<file path="config.mk">
export PLATFORM = sky130hd
export DESIGN_NAME = ffc_ctrl
export DESIGN_NICKNAME = d
export VERILOG_FILES = /design/src/rtl/ffc_pkg.sv /design/src/rtl/ffc_ctrl.sv
export SDC_FILE = /design/constraint.sdc
export NUM_CORES = 1
export LEC_CHECK = 0
export ABC_AREA = 1
export ABC_CLOCK_PERIOD_IN_PS = 1700
export BUFFER_PORTS_ARGS = -buffer_cell sky130_fd_sc_hd__buf_2
export CORE_MARGIN = 2
export CORE_UTILIZATION = 51
export DETAILED_ROUTE_END_ITERATION = 7
export GPL_ROUTABILITY_DRIVEN = 0
export PLACE_DENSITY = 0.83
export SLEW_MARGIN = 5
export SYNTH_ARGS = -nofsm -noshare
export SYNTH_HDL_FRONTEND = slang
export SYNTH_SLANG_ARGS = --single-unit
</file>
<file path="constraint.sdc">
create_clock -name clk -period 1.7 [get_ports clk]
set_clock_uncertainty 0.1 [all_clocks]
set_input_delay 0.34 -clock clk [delete_from_list [all_inputs] [get_ports clk]]
set_output_delay 0.34 -clock clk [all_outputs]
set_load 0.1 [all_outputs]
</file>
<file path="src/rtl/ffc_pkg.sv">
`timescale 1ns / 1ps
package ffc_pkg;

  localparam int unsigned NODES    = 1024;
  localparam int unsigned BLOCK    = 32;
  localparam int unsigned NBLK     = (NODES + BLOCK - 1) / BLOCK;
  localparam int unsigned AW       = $clog2(NODES);
  localparam int unsigned BW       = $clog2(NBLK);
  localparam int unsigned OW       = $clog2(BLOCK);
  localparam int unsigned CW       = AW + 1;
  localparam logic [CW-1:0] NC_RESET = CW'(NODES);

  typedef enum logic [1:0] {
    FUNC_ADD   = 2'd0,
    FUNC_REM   = 2'd1,
    FUNC_QUERY = 2'd2,
    FUNC_NONE  = 2'd3
  } func_t;

  typedef struct packed {
    logic clr;
    logic accept;
    logic v_eval;
    logic c_eval;
    logic f_dec;
    logic f_inc;
    logic q_setup;
    logic scan_fof;
    logic scan_blk;
    logic load_mid;
    logic load_tail;
    logic out_load;
  } cmd_t;

  typedef struct packed {
    logic clr_last;
    logic v_chg;
    logic c_ok;
    logic q_empty;
    logic q_same;
    logic q_nomid;
    logic scan_last;
    logic out_full;
  } sts_t;

endpackage

</file>
<file path="src/rtl/ffc_ctrl.sv">
`timescale 1ns / 1ps
module ffc_ctrl
  import ffc_pkg::*;
(
  input  logic        clk,
  input  logic        rst_n,
  input  logic        in_valid,
  input  logic [1:0]  in_func,
  output logic        in_ready,
  input  sts_t        sts,
  output cmd_t        cmd
);

  typedef enum logic [11:0] {
    S_CLEAR   = 12'b0000_0000_0001,
    S_IDLE    = 12'b0000_0000_0010,
    S_V_EVAL  = 12'b0000_0000_0100,
    S_C_EVAL  = 12'b0000_0000_1000,
    S_F_DEC   = 12'b0000_0001_0000,
    S_F_INC   = 12'b0000_0010_0000,
    S_Q_SETUP = 12'b0000_0100_0000,
    S_Q_FA    = 12'b0000_1000_0000,
    S_Q_B     = 12'b0001_0000_0000,
    S_Q_FC    = 12'b0010_0000_0000,
    S_Q_DRAIN = 12'b0100_0000_0000,
    S_Q_DONE  = 12'b1000_0000_0000
  } state_t;

  state_t state_r, state_nxt;
  func_t  func_w;

  assign func_w   = func_t'(in_func);
  assign in_ready = (state_r == S_IDLE);

  always_comb begin
    state_nxt = state_r;
    cmd       = '0;
    case (state_r)
      S_CLEAR: begin
        cmd.clr = 1'b1;
        if (sts.clr_last) state_nxt = S_IDLE;
      end
      S_IDLE: begin
        if (in_valid) begin
          cmd.accept = 1'b1;
          case (func_w)
            FUNC_ADD, FUNC_REM: state_nxt = S_V_EVAL;
            FUNC_QUERY:         state_nxt = S_Q_SETUP;
            default:            state_nxt = S_IDLE;
          endcase
        end
      end
      S_V_EVAL: begin
        cmd.v_eval = 1'b1;
        state_nxt  = sts.v_chg ? S_C_EVAL : S_IDLE;
      end
      S_C_EVAL: begin
        cmd.c_eval = 1'b1;
        state_nxt  = sts.c_ok ? S_F_DEC : S_IDLE;
      end
      S_F_DEC: begin
        cmd.f_dec = 1'b1;
        state_nxt = S_F_INC;
      end
      S_F_INC: begin
        cmd.f_inc = 1'b1;
        state_nxt = S_IDLE;
      end
      S_Q_SETUP: begin
        cmd.q_setup = 1'b1;
        state_nxt   = sts.q_empty ? S_Q_DONE : S_Q_FA;
      end
      S_Q_FA: begin
        cmd.scan_fof = 1'b1;
        if (sts.scan_last) begin
          if (sts.q_same) begin
            state_nxt = S_Q_DRAIN;
          end else if (sts.q_nomid) begin
            cmd.load_tail = 1'b1;
            state_nxt     = S_Q_FC;
          end else begin
            cmd.load_mid = 1'b1;
            state_nxt    = S_Q_B;
          end
        end
      end
      S_Q_B: begin
        cmd.scan_blk = 1'b1;
        if (sts.scan_last) begin
          cmd.load_tail = 1'b1;
          state_nxt     = S_Q_FC;
        end
      end
      S_Q_FC: begin
        cmd.scan_fof = 1'b1;
        if (sts.scan_last) state_nxt = S_Q_DRAIN;
      end
      S_Q_DRAIN: begin
        state_nxt = S_Q_DONE;
      end
      S_Q_DONE: begin
        if (!sts.out_full) begin
          cmd.out_load = 1'b1;
          state_nxt    = S_IDLE;
        end
      end
      default: state_nxt = S_CLEAR;
    endcase
  end

  always_ff @(posedge clk) begin
    if (!rst_n) begin
      state_r <= S_CLEAR;
    end else begin
      state_r <= state_nxt;
    end
  end

endmodule

</file>
==> reports/qor.yml, run 1 <==
clock-sinks: 12
htree_levels: 1
clock_path_buffers: 2
synth_edf_count: 0
die_w_um: 47.5
repair-timing-grt-worst-ep: "cmd[1]"
ys_seq_area_share_pct: 24.9
ys_types: 22
grt_max_degree: 8
stop_stage: "global routing (5_1_grt)"
status: "aborted with a tool error"
std_cell_rows: 15
root_buffer: "clkbuf_4"
ioPinCount: 26
syn_area_per_cell_um2: 6.51
cts_made_buffers: 3
worst-ep-kind: "top-level output"
initial_core_util_pct: 55.2
syn_inst: 148
synth_nets: 161
ys.warnings.count: 0
dpl.cell_count: 200
error: "[ERROR DPL-0038] Utilization greater than 100%, impossible to legalize"
hpwlAfterDp_mm: 2.08
portBuffers: 25
synth_seq_cells: 12
synth_area_um2: 963
synth_ff_type: "dfxtp_1"
die_h_um: 47.5
hold_buffers: 0
async_flop_share_pct: 0
[cells by family after synthesis]
logic type             share of synthesized area [%]
AND/OR/NAND/NOR                                 55.7
buffers and inverters                           14.0
flip-flops                                      24.9
AO/OA/AOI/OAI                                   5.32
[through the flow]
step / setup TNS [ns] / hold WS [ns] / worst slack, ns / area, um2
floorplan: -0.730 / 0.338 / -0.335 / 1050
global placement: 0 / 0.383 / 0.0359 / 1420
detailed placement: -0.00296 / 0.391 / -0.00296 / 1420
CTS: -3.17 / 0.185 / -0.305 / 1610
[cells in the mapped netlist (3+ instances only)]
cell     number  area [um2]
nand3_1       8        40.0
nand3_2       3        30.0
nor3_1        7        35.0
nor2_4        6        67.6
nor2_1       16        60.1
nand2_2       7        43.8
a21oi_1       4        20.0
inv_1        35         131
nand2_4       3        33.8
nand2_1      28         105
nand4_1       3        18.8
dfxtp_1      12         240
nor2_2        5        31.3
[what timing repair did]
action / in CTS
pin swaps: 7
endpoints found under the setup margin: 13
setup buffers: 10
resized for setup: 23
==> inputs of run 2 (changes only) <==
- CORE_AREA: default -> 2 2 63 65
- CORE_MARGIN: 2 -> default
- CORE_UTILIZATION: 51 -> default
- DIE_AREA: default -> 0 0 65 67
- PLACE_DENSITY: 0.83 -> default
- PLACE_DENSITY_LB_ADDON: default -> 0.15
==> run 2 against run 1 <==
Effect of this change:
- the flow now finishes, with violations (setup timing)
- synthesized area unchanged
- synthesized cell count is the same
==> reports/qor.yml, run 2 <==
rrSetupSlack_ns: -0.08
final_cell_mix: "inv_1, nand2_1, buf_4"
reg.largest.list: "state_r (12)"
clock_path_buffers: 2  # unchanged
top_register: "state_r"
ioPinCount: 26  # unchanged
synth_area_leaders: "dfxtp_1, inv_1, nand2_1, nor2_4, nor2_1"  # unchanged
die_h_um: 67  # was 47.5 um
tightestPinTransition_ns: 0.303
syn_inst: 148  # unchanged
critPathArrivalTime_ns: 1.53
clk_latency_ns: 0.25
die_w_um: 65  # was 47.5 um
largest_reg_flops: 12
met3_length_um: 72
grt_antenna_before_repair: 0
synth_edf_count: 0  # unchanged
hold_buffers: 0  # unchanged
drive_gt1_share_pct: 63.2
status: "complete, but fails checks"  # was aborted with a tool error
async_flop_share_pct: 0  # unchanged
yosys.area_share.simple_pct: 55.7  # unchanged
synth.top_cell.area_share_pct: 24.9  # unchanged
syn_area_per_cell_um2: 6.51  # unchanged
fin_setup_tns_ns: -2.95
overflow: 0
crit_path_start_kind: "register"
initial_core_util_pct: 26.7  # was 55.2%
hpwlAfterDp_mm: 2.18  # was 2.08 mm
finalHoldWorstSlack_ns: 0.236
synth_top_family_by_area: "simple AND/OR/NAND/NOR gates"  # unchanged
std_cell_rows: 22  # was 15
area_growth_pct: 90.0
fmax_ghz: 0.507
ant_nets: 0
yosysTopAreaCell: "dfxtp_1"  # unchanged
finalWorstSetupSlack_ns: -0.273
num_antenna_cells: 0
total_leakage_power_uw: 0.000856
wl_mm: 2.91
grt_pass1_vias: 1093
clock-sinks: 12  # unchanged
place_ws_ns: 0.000167  # was -0.00296 ns
firstDrtPassIters: 2
first_iter_violations: 16
p_per_area_nw_per_um2: 991
dr.max_layer_used: "met4"
fin_nets: 215
synthAdderAreaFrac_pct: 0  # unchanged
slew_violations: 0
htree_levels: 1  # unchanged
cts_made_buffers: 3  # unchanged
critPathKind: "register to output pin"
ys_seq_area_share_pct: 24.9  # unchanged
slew_headroom_pct: 79.8
synth-compound-area-share_pct: 5.32  # unchanged
drv_cap: 0
dieArea_um2: 4360
power.total_uw: 1810
period_minus_slack_ns: 1.97
grt_first_pass_wirelength_mm: 4.73
route.detailed.drc: 0
synthXorXnorAreaFrac_pct: 0  # unchanged
final_common_cell: "inv_1"
fin_util_pct: 50.8
setup_viol: 18
dr_wl_met2_mm: 1.53
coreArea_um2: 3610
cts_tree: "yes"
ys.warnings.count: 0  # unchanged
synth_area_um2: 963  # unchanged
root_buffer: "clkbuf_8"  # was clkbuf_4
whs_path_depth: 3
r2r_cells: 11
clkTransAtPathRegs_ns: 0.06
hold_viol: 0
synth_common_cells: "inv_1, nand2_1, nor2_1"  # unchanged
yosys.cell_count.top_type: "inv_1"  # unchanged
cp_max_fo: 4
synth_nets: 161  # unchanged
synth_ff_type: "dfxtp_1"  # unchanged
grt_max_degree: 8
synth_seq_cells: 12  # unchanged
ys_types: 22  # unchanged
end_kind: "output pin"
grt_usage_pct: 14.4
ir_drop_mv: 0.642
wl_met1_mm: 1.26
finalCritPeriodShare_pct: 116
portBuffers: 25  # unchanged
wl_per_cell_um: 11.7
hp-class: "input port to register"
required_ns: 1.26
rsz0062_at_grt: "yes"
failed_checks: "setup timing"
synth.area.mux_share_pct: 0  # unchanged
vias_per_cell: 4.31
vias: 1074
[run 2: cell counts after synthesis]
Identical to the previous run, type by type.
[run 2: cells by family after synthesis]
family,Yosys count
DFF,12
AOI/OAI and AO/OA,9
and+or+nand+nor,91
buffers and inverters,36
[run 2: per-stage QoR]
stage               std cells  area, um2
floorplan                 148       1050
global placement          224       1450
detailed placement        224       1450
CTS                       242       1720
global route              249       1830
finish                    249       1830
[run 2: worst paths after layout]
path                            startpoint    endpoint
worst max-delay path            state_r[7]      cmd[4]
worst min-delay path                sts[5]  state_r[4]
worst max register to register  state_r[7]  state_r[1]
worst min register to register  state_r[7]  state_r[7]
[run 2: power by group]
group          internal [uW]  switching (uW)  leakage [uW]
clock                    206             126     0.0000288
sequential               310            30.3      0.000101
combinational            462             681      0.000726
total                    978             837      0.000856
[run 2: repair_timing]
item | CTS | global route
resized for setup | 29 | 19
pin swaps | 15 | 10
setup buffers | 14 | 8
hold endpoints to repair | 0 | 0
endpoints found under the setup margin | 13 | 21
[run 2: cell type report]
cell class | count | area, um2
Clock buffer | 4 | 55.1
Fill cell | 349 | 1780
Inverter | 36 | 170
Multi-Input combinational cell | 100 | 772
Sequential cell | 12 | 254
Tap cell | 48 | 60.1
Timing Repair Buffer | 49 | 519
[run 2: worst max-delay path, cell delays in order, from the launching register on]
cell and delay, ns:
dfxtp_4 0.36, nor2_4 0.17, nand2_4 0.10, nor2_4 0.16, buf_4 0.14, nand2_2 0.08, nand2_2 0.09, buf_12 0.17
[run 2: routing by layer]
layer	vias up	GRT usage, %
li1	560	-
met1	494	16.5
met2	12	25.8
met3	8	3.89
met4	0	4.79
met5	-	0
Power figures use the tool's default switching activity.
==> inputs of run 3 (changes only) <==
- SKIP_CTS_REPAIR_TIMING: default -> 1
==> run 3 against run 2 <==
Effect of this change:
- the run still ends with setup timing left
- final area down 7.0%
- largest power group unchanged
- final cell count down 3.6%
- critical path depth down 1
- critical path type unchanged
- sequential power about the same
- clock-buffer cell count unchanged
- sequential share of layout area up 0.83 points
- highest routed layer unchanged
- worst setup slack worse by 0.017 ns
==> reports/qor.yml, run 3 (synthesis gave the netlist of run 2 again) <==
status: "complete, but fails checks"  # unchanged
failed_checks: "setup timing"  # unchanged
ant_nets: 0  # unchanged
grt_max_degree: 8  # unchanged
reg.largest.list: "state_r (12)"  # unchanged
rsz0062_at_grt: "yes"  # unchanged
area_growth_pct: 76.6  # was 90.0%
place_ws_ns: 0.000167  # unchanged
required_ns: 1.26  # about the same
fin_util_pct: 47.2  # was 50.8%
p_per_area_nw_per_um2: 1020  # was 991 nW/um2
wl_per_cell_um: 11.7  # about the same
ir_drop_mv: 0.443  # was 0.642 mV
cts_made_buffers: 3  # unchanged
cp_slowest_stage_delay_ns: 0.34  # was 0.36 ns
grt_antenna_before_repair: 0  # unchanged
setup_viol: 20  # was 18
rrSetupSlack_ns: -0.09  # was -0.08 ns
path_cells: "nor2_4 > nand2_4 > nor2_4 > nand2_4 > a21oi_4 > buf_12"  # was nor2_4 > nand2_4 > nor2_4 > buf_4 > nand2_2 > nand2_2 > buf_12
ioPinCount: 26  # unchanged
die_w_um: 65  # unchanged
stdcell_count: 240  # was 249
p_sw_share_pct: 46.6  # was 46.1%
r2r-start: "state_r[2]"  # was state_r[7]
final_cell_mix: "inv_1, nand2_1, buf_12"  # was inv_1, nand2_1, buf_4
slew_headroom_pct: 78.3  # was 79.8%
largest_reg_flops: 12  # unchanged
p_switching_uw: 806  # was 837 uW
dpl.cell_count: 224  # unchanged
root_buffer: "clkbuf_8"  # unchanged
clkPwrFrac_pct: 18.8  # was 18.3%
htree_levels: 1  # unchanged
top_register: "state_r"  # unchanged
grt_first_pass_wirelength_mm: 4.21  # was 4.73 mm
route.detailed.drc: 0  # unchanged
die_h_um: 67  # unchanged
clock-sinks: 12  # unchanged
drive_gt1_share_pct: 58.3  # was 63.2%
cp_max_fo: 5  # was 4
r2r-end: "state_r[8]"  # was state_r[1]
vias_per_cell: 4.26  # was 4.31
cts_tree: "yes"  # unchanged
finalCritPeriodShare_pct: 117  # was 116%
min_from: "sts[7]"  # was sts[5]
first_iter_violations: 29  # was 16
critPathArrivalTime_ns: 1.55  # was 1.53 ns
clock_path_buffers: 2  # unchanged
coreArea_um2: 3610  # unchanged
std_cell_rows: 22  # unchanged
clkTransAtPathRegs_ns: 0.06  # about the same
grt_usage_pct: 12.8  # was 14.4%
drv_cap: 0  # unchanged
finalWorstSetupSlack_ns: -0.290  # was -0.273 ns
vias: 1023  # was 1074
power.internal_uw: 923  # was 978 uW
tightestPinTransition_ns: 0.323  # was 0.303 ns
wl_mm: 2.80  # was 2.91 mm
firstDrtPassIters: 4  # was 2
whs_path_depth: 2  # was 3
power.total_uw: 1730  # was 1810 uW
total_leakage_power_uw: 0.000786  # was 0.000856 uW
critPathSlowestCell: "dfxtp_2"  # was dfxtp_4
hpwlAfterDp_mm: 2.18  # unchanged
worstHoldEndpoint: "state_r[0]"  # was state_r[4]
end_kind: "output pin"  # unchanged
power_frac_seq_pct: 19.6  # was 18.8%
critPathKind: "register to output pin"  # unchanged
combPwrFrac_pct: 61.7  # was 62.9%
hold_viol: 0  # unchanged
overflow: 0  # unchanged
portBuffers: 25  # unchanged
hp-class: "input port to register"  # unchanged
clk_latency_ns: 0.25  # about the same
period_minus_slack_ns: 1.99  # was 1.97 ns
fin_nets: 206  # was 215
fmax_ghz: 0.502  # was 0.507 GHz
crit_path_start_kind: "register"  # unchanged
grt_pass1_vias: 1005  # was 1093
initial_core_util_pct: 26.7  # unchanged
num_antenna_cells: 0  # unchanged
slew_violations: 0  # unchanged
final_common_cell: "inv_1"  # unchanged
dieArea_um2: 4360  # unchanged
r2r_cells: 12  # was 11
-- run 3: power groups by stage --
stage / clock network [uW] / registers [uW] / logic (uW)
floorplan: 0 / 347 / 618
detailed placement: 0 / 345 / 883
global route: 346 / 342 / 1130
finish: 325 / 338 / 1070
global placement: 0 / 341 / 873
CTS: 335 / 339 / 885
-- run 3: critical path: cells and delay by family (launching register included) --
| family | cells | cell delay, ns |
|---|---|---|
| AND/OR/NAND/NOR | 4 | 0.56 |
| flip-flops | 1 | 0.34 |
| AO/OA/AOI/OAI | 1 | 0.20 |
| buffers and inverters | 1 | 0.19 |
-- run 3: final cells by class --
| type | count | area [um2] |
|---|---|---|
| tap | 48 | 60.1 |
| inverter | 36 | 168 |
| timing repair buffer | 40 | 444 |
| sequential | 12 | 250 |
| clock buffer | 4 | 55.1 |
| multi-input combinational | 100 | 724 |
| fill | 372 | 1900 |
-- run 3: worst max-delay path by stage --
stage                startpoint  endpoint  slack, ns  cells past startpoint
global placement     state_r[4]    cmd[1]       0.01                      6
CTS                  state_r[4]    cmd[1]      -0.28                      6
finish               state_r[6]    cmd[1]      -0.29                      6
detailed placement   state_r[4]    cmd[1]     0.0002                      6
floorplan           state_r[11]    cmd[2]      -0.34                      5
global route         state_r[6]    cmd[1]      -0.34                      6
-- run 3: layer usage --
layer	share of wire, %	track usage, %	vias up
li1	-	-	538
met1	42	15.0	469
met2	54	22.0	11
met3	2.8	3.89	5
met4	1.0	4.52	0
met5	0	0	-
-- run 3: per-stage QoR --
| step | hold slack (ns) | setup TNS (ns) | cell area (um2) |
|---|---|---|---|
| after floorplan | 0.338 | -0.730 | 1050 |
| after CTS | 0.246 | -2.80 | 1510 |
| after global routing | 0.236 | -4.39 | 1700 |
| after detailed placement | 0.398 | 0 | 1450 |
| final | 0.216 | -2.87 | 1700 |
| after global placement | 0.386 | 0 | 1450 |
